File: config.mk
export PLATFORM = sky130hd
export DESIGN_NAME = wssd_cell
export DESIGN_NICKNAME = d
export VERILOG_FILES = /design/src/design/wssd_pkg.sv /design/src/design/wssd_cell.sv
export SDC_FILE = /design/constraint.sdc
export NUM_CORES = 1
export LEC_CHECK = 0
export BUFFER_PORTS_ARGS = -buffer_cell sky130_fd_sc_hd__buf_2
export CAP_MARGIN = 20
export CORE_MARGIN = 3
export CORE_UTILIZATION = 41
export DETAILED_ROUTE_END_ITERATION = 6
export GPL_TIMING_DRIVEN = 0
export PLACE_DENSITY_LB_ADDON = 0.1
export SLEW_MARGIN = 10
export SYNTH_ARGS = -nofsm -noshare
export SYNTH_HDL_FRONTEND = slang
export SYNTH_SLANG_ARGS = --single-unit
File: constraint.sdc
create_clock -name clock -period 0.85 [get_ports clock]
set_input_delay 0.0425 -clock clock [delete_from_list [all_inputs] [get_ports clock]]
set_output_delay 0.0425 -clock clock [all_outputs]
set_load 0.02 [all_outputs]
File: src/design/wssd_pkg.sv
// Shared types and constants of the window spread stability detector.
// No dependencies.
package wssd_pkg;

   localparam int WindowDepthDefault = 512;
   localparam int ChannelsDefault    = 32;

   typedef enum logic [2:0] {
      PH_IDLE    = 3'd0,
      PH_SETTLE1 = 3'd1,
      PH_DWELL1  = 3'd2,
      PH_SETTLE2 = 3'd3,
      PH_DWELL2  = 3'd4
   } phase_type;

   typedef enum logic [2:0] {
      ST_WAIT,
      ST_SUM,
      ST_DIV,
      ST_STORE,
      ST_SCAN,
      ST_DECIDE
   } step_type;

   localparam logic [2:0] CSR_SETPOINT  = 3'd0;
   localparam logic [2:0] CSR_TOLERANCE = 3'd1;
   localparam logic [2:0] CSR_SPREAD    = 3'd2;
   localparam logic [2:0] CSR_WINLEN    = 3'd3;
   localparam logic [2:0] CSR_DWELL     = 3'd4;
   localparam logic [2:0] CSR_MASK      = 3'd5;

   localparam logic [1:0] EV_CORRECT = 2'd0;
   localparam logic [1:0] EV_STABLE  = 2'd1;
   localparam logic [1:0] EV_ABORT   = 2'd2;

   // control word from the sequencer to the cell chain
   typedef struct packed {
      logic load;   // load chain from the latest readings
      logic shift;  // advance the chain by one cell
   } chain_ctl_type;

endpackage

File: src/design/wssd_cell.sv
// One cell of the reading chain: holds one channel's newest reading.
// Depends on wssd_pkg.
module wssd_cell
   import wssd_pkg::*;
(
   input  logic               clock,
   input  logic               reset,
   input  logic               wr_en,
   input  logic signed [15:0] wr_val,
   input  logic               sel,
   input  chain_ctl_type      ctl,
   input  logic signed [15:0] prev_val,
   input  logic               prev_sel,
   output logic signed [15:0] out_val,
   output logic               out_sel
);
   logic signed [15:0] chan_ff;
   logic signed [15:0] pass_ff, pass_in;
   logic               psel_ff, psel_in;

   always_ff @(posedge clock) begin
      if (reset) chan_ff <= '0;
      else if (wr_en) chan_ff <= wr_val;
      pass_ff <= pass_in;
      psel_ff <= psel_in;
   end

   // load the stored reading, then hand it down the chain one cell a cycle
   always_comb begin
      pass_in = pass_ff;
      psel_in = psel_ff;
      if (ctl.load) begin
         // the reading that ends the scan lands here on the same edge
         pass_in = wr_en ? wr_val : chan_ff;
         psel_in = sel;
      end else if (ctl.shift) begin
         pass_in = prev_val;
         psel_in = prev_sel;
      end
   end

   assign out_val = pass_ff;
   assign out_sel = psel_ff;
endmodule

Word-level counts from Yosys, hierarchy flattened

Index checks and enable logic that the tools add are counted.

Flip-flop bits (word level): 33
Output and inout port bits: 17
Word-level logic and storage cells: 9

Mux-type cells: 5
Reductions and logical operators: 1

Operator list:

| cell               | number |
|---|---|
| 16-bit 2-to-1 mux  | 3 |
| 1-bit 2-to-1 mux   | 2 |
| 2-bit nonzero test | 1 |

Logic depth before layout (Yosys ltp)

Gate-level depths: netlist of run 1.

Word-level depth: 2
Gate-level depth with buffers: 4

Worst setup path before layout of run 1

Ideal clock, no wire load.

Kind: input -> register
Start point: input port ctl[1] in the netlist's numbering
End point: register psel_ff (netlist: out_sel), enable pin
Arrival time: 0.600 ns
Required time: 0.557 ns
Slack: -0.044 ns
Cell stages on the path: 2
Path buffers: 1
Cell sequence: buf_2 -> or2_2

Cells in the longest elaborated chain, start to end: 1

RTL lines:

| element                      | line            | source |
|---|---|---|
| from (decl)                  | wssd_cell.sv:11 | `input chain_ctl_type ctl,` |
| 2-bit nonzero test (no line) | -               |  |
| to (signal assigned)         | wssd_cell.sv:25 | `psel_ff <= psel_in;` |
| to (decl)                    | wssd_cell.sv:19 | `logic psel_ff, psel_in;` |

Every way passes these cells.
A chain may end at the register's enable or synchronous reset.

Worst setup path in the final report of run 1

Start point: register pass_ff[12] (netlist: out_val[12])
End point: output port out_val[12]

RTL lines:

| element                | line            | source |
|---|---|---|
| from (decl)            | wssd_cell.sv:18 | `logic signed [15:0] pass_ff, pass_in;` |
| from (signal assigned) | wssd_cell.sv:24 | `pass_ff <= pass_in;` |
| to (decl)              | wssd_cell.sv:14 | `output logic signed [15:0] out_val,` |

No word-level cell between the ends.

==> impl_results.md, run 1 <==
- Slew headroom: 66.65%
- Ant diodes: 0
- Total wire length: 2.821 mm
- First-pass DRT Iterations: 4
- Hold crit path type: in2reg
- Skew final: 0.009988 ns
- Commonest non-fill, non-tap cells in the layout: buf_2 (41), nor2_1 (32), edfxtp_1 (17)
- CTS clk-pin slew, worst paths: 0.10 ns
- Total Die Area: 3795 µm²
- ANT nets after route: 0
- Max incr delay on CP: 0.41 ns
- Worst hold slack: -0.04610 ns
- Max Fclk: 1069 MHz
- Worst setup EP type: primary output
- Data required, critical path: 0.81 ns
- HPWL Detailed: 1.822 mm
- Vias per inst: 4.950
- Final setup vio count: 17
- Chip Height: 61.60 µm
- Number of remaining DRC errors: 0
- Internal power: 2.826 mW
- R2R Setup Slk: 0.01 ns
- Combinational share of power: 16.5%
- Share of total power in sequential cells: 50.4%
- Start point of the critical path: out_val[12]
- Design Power: 3.692 mW
- Total gr overflow: 0
- Share of layout cells above drive strength 1: 45.61%
- Sw power: 0.8660 mW
- CP Max Fanout: 1
- Cell Rows: 19
- Num CTS Buffers: 5
- GRT Total Usage: 14.72%
- Post-Synthesis Cells: 107
- Crit path to: out_val[12]
- Net count after synthesis: 146
- CTS tree: done
- Final WS setup: -0.08507 ns
- Family with the most delay on the worst path: flip-flops
- DR iter-0 viols: 35
- Ys Warns: 0
- Crit. path cell count: 1
- RSZ-0062 raised after global routing: yes
- Initial Utilization: 44.43%
- Critical Path AT: 0.89 ns
- Final Cycle Share: 110.0%
- PwrDens: 2041 nW/µm²
- # hold bufs at CTS: 3
- Vias in the first global route: 858
- Share of the synthesized area in the top cell type: 40.28%
- Latest clock arrival within the worst-skew pair: 0.34 ns
- Area Overhead vs Synth: 42.74%
- Failing checks: negative hold slack, negative setup slack
- Finished Cell Area: 1809 µm²
- Register area share after synthesis: 65.55%
- Unique masters post-synth: 11
- Avg Inst Size Synth: 11.85 µm²
- Max Cap Viol: 0
- Clock Path Buffers: 2
- CP Buf/Inv Count: 1
- Clk pwr share: 33.1%
- Die W: 61.60 µm
- IO Count: 56
- Synthesized cell area: 1267 µm²
- Yosys reg bits: 33
- H-Tree Depth: 2
- Placed cell count: 190
- Leak: 0.8216 nW
- Clock Sinks: 33
- Post-Route Utilization: 63.42%
- Final Hold Viols: 10
- FF-to-FF path depth: 2
- Non-filler cells, final: 202
- Slew @ Worst Pin: 0.5003 ns
- Global-route wire length before repair: 3.808 mm
- Largest net degree at the start of global routing: 18
- PortBufs: 52
- Status: finished, violations left
- Commonest non-fill, non-tap cell in the layout: buf_2
- Startpoint Class: flop
- Final Max Slew Viols: 0
- Cell taking the most area after synthesis: edfxtp_1
- Nets: 209
- DR vias: 1000
- Slowest stage cell on the critical path: edfxtp_1
- Clock Tree Root: clkbuf_4
- Post-layout min period: 0.9351 ns
- Crit Reg-Reg Startpoint: chan_ff[6]
- Max IR drop VDD: 1.219 mV
- Sequence of cells on the critical path: buf_6
- Sw Ratio: 23.46%
- Global placement routability congestion: 0.7260
- Core area: 2853 µm²
- Wire length per cell: 13.97 µm
- Placed instance area: 1573 µm²
- Reg2reg end: out_val[6]
- Critical path type: reg2out
- Top cells by area, synth: edfxtp_1 (40%), dfxtp_1 (25%), mux2i_1 (13%)
- Initial antenna violation count: 0
## layout make-up
class                   instances  area (µm²)
well taps                      31       38.79
multi-input cells              66       399.1
clock buffers                   7       55.05
plain buffers                   8       62.56
repair buffers                 56       386.6
fillers                       249        1044
clock inverters                 1       30.03
flip-flops and latches         33       837.1
## power groups by stage
stage	clock (mW)	sequential (mW)	combinational, mW
2_1_floorplan	0	1.98	0.204
3_3_place_gp	0	1.87	0.498
3_5_place_dp	0	1.88	0.508
4_1_cts	1.24	1.84	0.530
5_1_grt	1.31	1.87	0.661
6_report	1.22	1.86	0.609
## metrics by stage
stage / TNS, ns / worst slack (ns)
2_1_floorplan: 0 / 0.01275
3_3_place_gp: -1.657 / -0.1715
3_5_place_dp: -1.746 / -0.1896
4_1_cts: -1.182 / -0.1034
5_1_grt: -1.844 / -0.1321
6_report: -1.043 / -0.08507
## how the worst min path moves through the flow
stage	end	slack, ns	cells past startpoint	startpoint
after floorplan	chan_ff[0]	0.21	2	wr_val[0]
after global placement	chan_ff[6]	0.30	3	wr_val[6]
after detailed placement	chan_ff[13]	0.31	3	wr_val[13]
after CTS	chan_ff[13]	-0.05	3	wr_val[13]
after global routing	chan_ff[13]	-0.06	3	wr_val[13]
final	chan_ff[13]	-0.05	3	wr_val[13]
## flip-flops by register name, summed over array words and instances (netlist names)
signal,cells
chan_ff,16
out_val,16
out_sel,1
## cells by family after synthesis
| group | synth area share [%] |
|---|---|
| flops | 65.55 |
| simple gates | 9.971 |
| compound gates | 6.318 |
| mux | 13.52 |
| buf+inv | 4.640 |
## routing by layer
metal / part of all wire (%) / vias to the layer above / track usage, % / routed length [µm]
met4: 1.5 / 0 / 6.364 / 43
met3: 8.0 / 5 / 7.128 / 225
met2: 51 / 37 / 24.81 / 1440
met5: 0 / - / 0 / 0
li1: - / 493 / - / -
met1: 39 / 465 / 15.58 / 1112
## cells in the mapped netlist, drive strengths merged
cell type,count
mux2i,16
mux2,1
buf,6
edfxtp,17
nor2,32
a21oi,16
clkbuf,2
dfxtp,16
or2,1
## what timing repair did
action	4_1_cts	5_1_grt
endpoints found under the setup margin	17	31
resized for setup	4	33
hold endpoints to repair	16	9
pin swaps	0	13
buffers inserted	0	3
cloned	0	0
No activity file was read; power rests on OpenSTA's default activity.
==> inputs of run 2 (changes only) <==
--- a/config.mk
+++ b/config.mk
@@ -10,7 +10,6 @@
 export CORE_MARGIN = 3
 export CORE_UTILIZATION = 41
 export DETAILED_ROUTE_END_ITERATION = 6
-export GPL_TIMING_DRIVEN = 0
 export PLACE_DENSITY_LB_ADDON = 0.1
 export SLEW_MARGIN = 10
 export SYNTH_ARGS = -nofsm -noshare
==> impl_results.md, run 2 (synthesized netlist as in run 1, its figures left out) <==
- Wire length per cell: 12.59 µm
- PwrDens: 1821 nW/µm²
- IO Count: 56
- Clock Path Buffers: 2
- CTS clk-pin slew, worst paths: 0.09 ns
- Internal power: 2.478 mW
- Critical path type: reg2out
- Setup TNS: -0.7158 ns
- Final WS setup: -0.06626 ns
- Crit Reg-Reg Startpoint: chan_ff[0]
- Hold depth: 3
- Share of total power in sequential cells: 56.3%
- Reg2reg end: out_val[0]
- Share of layout cells above drive strength 1: 44.89%
- H-Tree Depth: 2
- Status: finished, violations left
- Area Overhead vs Synth: 42.74%
- Final Hold Viols: 5
- Number of remaining DRC errors: 0
- Clock Tree Root: clkbuf_4
- Finished Cell Area: 1809 µm²
- Failing checks: negative hold slack, negative setup slack
- Ant diodes: 0
- Slew headroom: 79.59%
- Sw power: 0.8165 mW
- Placed cell count: 199
- Leak: 0.8324 nW
- Die W: 61.60 µm
- Total gr overflow: 0
- Final Max Slew Viols: 0
- Commonest non-fill, non-tap cell in the layout: buf_2
- FF-to-FF path depth: 2
- RSZ-0062 raised after global routing: yes
- Num CTS Buffers: 5
- CP Max Fanout: 1
- Post-CTS Setup Inserts: 0
- GRT Max-Usage Layer: met2
- Total Die Area: 3795 µm²
- Data required, critical path: 0.81 ns
- Skew final: 0.004199 ns
- Initial antenna violation count: 0
- Global-route wire length before repair: 3.857 mm
- Slew @ Worst Pin: 0.3062 ns
- Slowest stage cell on the critical path: edfxtp_1
- Worst Hold Path EP: chan_ff[10]
- Max IR drop VDD: 1.297 mV
- Hold crit path type: in2reg
- Final setup vio count: 17
- CP Buf/Inv Count: 1
- Critical Path AT: 0.87 ns
- Worst hold slack: -0.02117 ns
- Startpoint Class: flop
- CTS tree: done
- Worst setup EP type: primary output
- Global Route met2 Usage: 23.62%
- HPWL Detailed: 1.816 mm
- Non-filler cells, final: 207
- Vias in the first global route: 920
- Clock Sinks: 33
- Sw Ratio: 24.79%
- DR iter-0 viols: 17
- Max Fclk: 1091 MHz
- Largest net degree at the start of global routing: 19
- Core area: 2853 µm²
- Final Cycle Share: 107.8%
- R2R Setup Slk: 0.03 ns
- DR vias: 984
- Commonest non-fill, non-tap cells in the layout: buf_2 (42), nor2_1 (32), edfxtp_1 (17)
- Global placement routability congestion: 0.7090
- Met1 Use GR: 16.84%
- Max incr delay on CP: 0.41 ns
- # hold bufs at CTS: 1
- First-pass DRT Iterations: 4
- Placed instance area: 1668 µm²
- Sequence of cells on the critical path: buf_6
- GRT Total Usage: 14.70%
- Post-Route Utilization: 63.42%
- Vias per inst: 4.754
- Clk pwr share: 24.4%
- Combinational share of power: 19.3%
- HP Start: wr_val[10]
- Met3 usage: 6.709%
- PortBufs: 55
- Initial Utilization: 44.43%
- Latest clock arrival within the worst-skew pair: 0.32 ns
- Total wire length: 2.606 mm
- ANT nets after route: 0
- Worst slack at placement: -0.06779 ns
- Post-layout min period: 0.9163 ns
- Cell Rows: 19
- Family with the most delay on the worst path: flip-flops
- Nets: 214
- Design Power: 3.294 mW
- Chip Height: 61.60 µm
- Max Cap Viol: 0
[run 2: changes by cell type in the layout (fill, tap and decap cells not counted), moves of 2 or more]
cell	previous run	this run
buf_4	3	11
dfxtp_1	11	15
dfxtp_2	5	1
buf_12	1	3
mux2i_1	11	13
mux2i_2	5	3
[run 2: cell type report]
class / instances / area [µm²]
Tap cell: 31 / 38.79
Clock buffer: 8 / 48.80
Multi-Input combinational cell: 66 / 391.6
Sequential cell: 33 / 832.0
Fill cell: 249 / 1044
Timing Repair Buffer: 69 / 498.0
[run 2: how the worst max path moves through the flow]
stage	cells after the start	startpoint	to
after floorplan	4	wr_en	out_val[10]
after global placement	4	wr_en	out_val[6]
after detailed placement	4	wr_en	out_val[3]
after CTS	1	out_val[13]	out_val[13]
after global routing	1	out_val[12]	out_val[12]
final	1	out_val[13]	out_val[13]
[run 2: worst reg2reg max path: stages, from the launching register on]
cell,delay (ns)
dfxtp_2,0.33
mux2i_2,0.17
a21oi_1,0.09
[run 2: what timing repair did]
item / CTS / global route
gates resized for setup: 12 / 16
pin swaps: 0 / 6
endpoints found under the setup margin: 17 / 28
hold endpoints to repair: 6 / 3
[run 2: power groups by stage]
| stage | Sequential [mW] | Combinational (mW) | Clock, mW |
|---|---|---|---|
| CTS | 1.85 | 0.605 | 0.847 |
| finish | 1.86 | 0.636 | 0.803 |
| floorplan | 1.98 | 0.204 | 0 |
| detailed placement | 1.88 | 0.568 | 0 |
| global route | 1.87 | 0.692 | 0.915 |
| global placement | 1.87 | 0.559 | 0 |
[run 2: routing by layer]
layer / routed length, µm / part of all wire [%]
met1: 1063 / 41
met2: 1315 / 50
met3: 201 / 7.7
met4: 25 / 0.96
met5: 0 / 0
==> inputs of run 3 (changes only) <==
--- a/config.mk
+++ b/config.mk
@@ -10,7 +10,7 @@
 export CORE_MARGIN = 3
 export CORE_UTILIZATION = 41
 export DETAILED_ROUTE_END_ITERATION = 6
-export PLACE_DENSITY_LB_ADDON = 0.1
+export PLACE_DENSITY = 0.7
 export SLEW_MARGIN = 10
 export SYNTH_ARGS = -nofsm -noshare
 export SYNTH_HDL_FRONTEND = slang
==> impl_results.md, run 3 (synthesized netlist as in run 1, its figures left out) <==
- Total gr overflow: 0
- Internal power: 3.090 mW
- Max IR drop VDD: 1.152 mV
- Non-filler cells, final: 210
- Startpoint Class: flop
- Worst hold slack: -0.02544 ns
- Vias in the first global route: 1011
- Clk pwr share: 36.3%
- Clock Path Buffers: 2
- Final setup vio count: 18
- Chip Height: 61.60 µm
- Total wire length: 2.833 mm
- Design Power: 3.994 mW
- Combinational share of power: 17.2%
- H-Tree Depth: 2
- Share of total power in sequential cells: 46.6%
- Global-route wire length before repair: 4.243 mm
- Final Cycle Share: 110.9%
- PwrDens: 2073 nW/µm²
- Sequence of cells on the critical path: buf_6
- Status: finished, violations left
- Final WS setup: -0.09225 ns
- Leak: 0.8642 nW
- Failing checks: negative hold slack, negative setup slack
- Slew @ Worst Pin: 0.3071 ns
- Post-Route Utilization: 67.54%
- Family with the most delay on the worst path: flip-flops
- RSZ-0062 raised after global routing: yes
- Commonest non-fill, non-tap cells in the layout: buf_2 (41), nor2_1 (32), edfxtp_1 (17)
- Data required, critical path: 0.81 ns
- Nets: 217
- Placed cell count: 201
- Final Hold Viols: 1
- Skew final: 0.01180 ns
- HPWL Detailed: 2.018 mm
- Wire length per cell: 13.49 µm
- # hold bufs at CTS: 2
- Slew headroom: 79.52%
- PortBufs: 55
- Number of remaining DRC errors: 0
- IO Count: 56
- Sw Ratio: 22.62%
- Max Cap Viol: 0
- Total Die Area: 3795 µm²
- First-pass DRT Iterations: 4
- Post-layout min period: 0.9422 ns
- DR iter-0 viols: 29
- Cell Rows: 19
- Die W: 61.60 µm
- ANT nets after route: 0
- GRT Total Usage: 15.79%
- Sw power: 0.9034 mW
- Core area: 2853 µm²
- CP Max Fanout: 1
- Final Max Slew Viols: 0
- Clock Sinks: 33
- Share of layout cells above drive strength 1: 54.19%
- Clock Tree Root: clkbuf_4
- CTS clk-pin slew, worst paths: 0.11 ns
- Num CTS Buffers: 5
- Global placement routability congestion: 0.6657
- Ant diodes: 0
- Max Fclk: 1061 MHz
- Hold crit path type: in2reg
- Initial antenna violation count: 0
- CTS tree: done
- Critical path type: reg2out
- CP Buf/Inv Count: 1
- Commonest non-fill, non-tap cell in the layout: buf_2
- Register area: 838.3 µm²
- Latest clock arrival within the worst-skew pair: 0.33 ns
- Area Overhead vs Synth: 52.02%
- Area of the multi-input gates: 421.7 µm²
- Max incr delay on CP: 0.42 ns
- Worst setup EP type: primary output
- Largest net degree at the start of global routing: 19
- Vias per inst: 4.771
- Slowest stage cell on the critical path: edfxtp_1
- Fillcell total: 219
- DR vias: 1002
- Critical Path AT: 0.90 ns
- Initial Utilization: 44.43%
==> run 3: cell count changes in the layout (fill, tap and decap cells not counted) <==
cell           previous run  this run
mux2i_1                  13         7
dfxtp_1                  15        10
a21oi_1                  16        14
dfxtp_2                   1         6
clkbuf_1                  3         0
buf_2                    42        41
dlygate4sd3_1             1         2
a21oi_2                   0         2
buf_4                    11        14
bufinv_16                 0         2
mux2i_2                   3         9
clkinv_2                  0         1
==> run 3: routing by layer <==
layer,up-vias,wire length [µm],GRT usage (%)
li1,508,-,-
met1,460,1149,17.52
met2,29,1509,27.80
met3,5,135,3.774
met4,0,39,8.182
met5,-,0,0
==> run 3: final timing paths <==
check               from           to  slack (ns)  cells after the start
min           wr_val[13]  chan_ff[13]       -0.03                      3
max reg2reg  chan_ff[13]  out_val[13]           0                      2
min reg2reg  chan_ff[11]  chan_ff[11]        0.52                      2
max          out_val[11]  out_val[11]       -0.09                      1
==> run 3: metrics by stage <==
| step | TNS [ns] | cell area [µm²] | hold slack, ns | worst slack [ns] |
|---|---|---|---|---|
| after floorplan | 0 | 1274 | 0.2092 | 0.01275 |
| after global placement | -0.5984 | 1683 | 0.3043 | -0.05101 |
| after detailed placement | -1.116 | 1683 | 0.3130 | -0.1025 |
| after CTS | -1.111 | 1824 | -0.03582 | -0.08665 |
| after global routing | -1.917 | 1927 | -0.01568 | -0.1241 |
| final | -0.9363 | 1927 | -0.02544 | -0.09225 |
==> run 3: power groups by stage <==
stage               Sequential [mW]  Clock, mW  Combinational [mW]
floorplan                      1.98          0               0.204
global placement               1.87          0               0.569
detailed placement             1.88          0               0.587
CTS                            1.84       1.46               0.612
global route                   1.87       1.54               0.739
finish                         1.86       1.45               0.685
==> run 3: repair_timing <==
item,CTS,global route
gates resized for setup,6,35
pin swaps,0,11
setup endpoints to repair,17,31
hold endpoints to repair,4,1
buffers inserted,0,1
==> run 3: layout make-up <==
cell class              instances  share of cell area (%)
flip-flops and latches         33                   43.51
repair buffers                 72                   27.27
multi-input cells              66                   21.88
clock inverters                 3                   3.377
well taps                      31                   2.013
clock buffers                   5                   1.948
==> run 3: worst min-delay path: stages <==
cell	delay [ns]
buf_2	0.09
mux2i_2	0.07
nor2_1	0.08
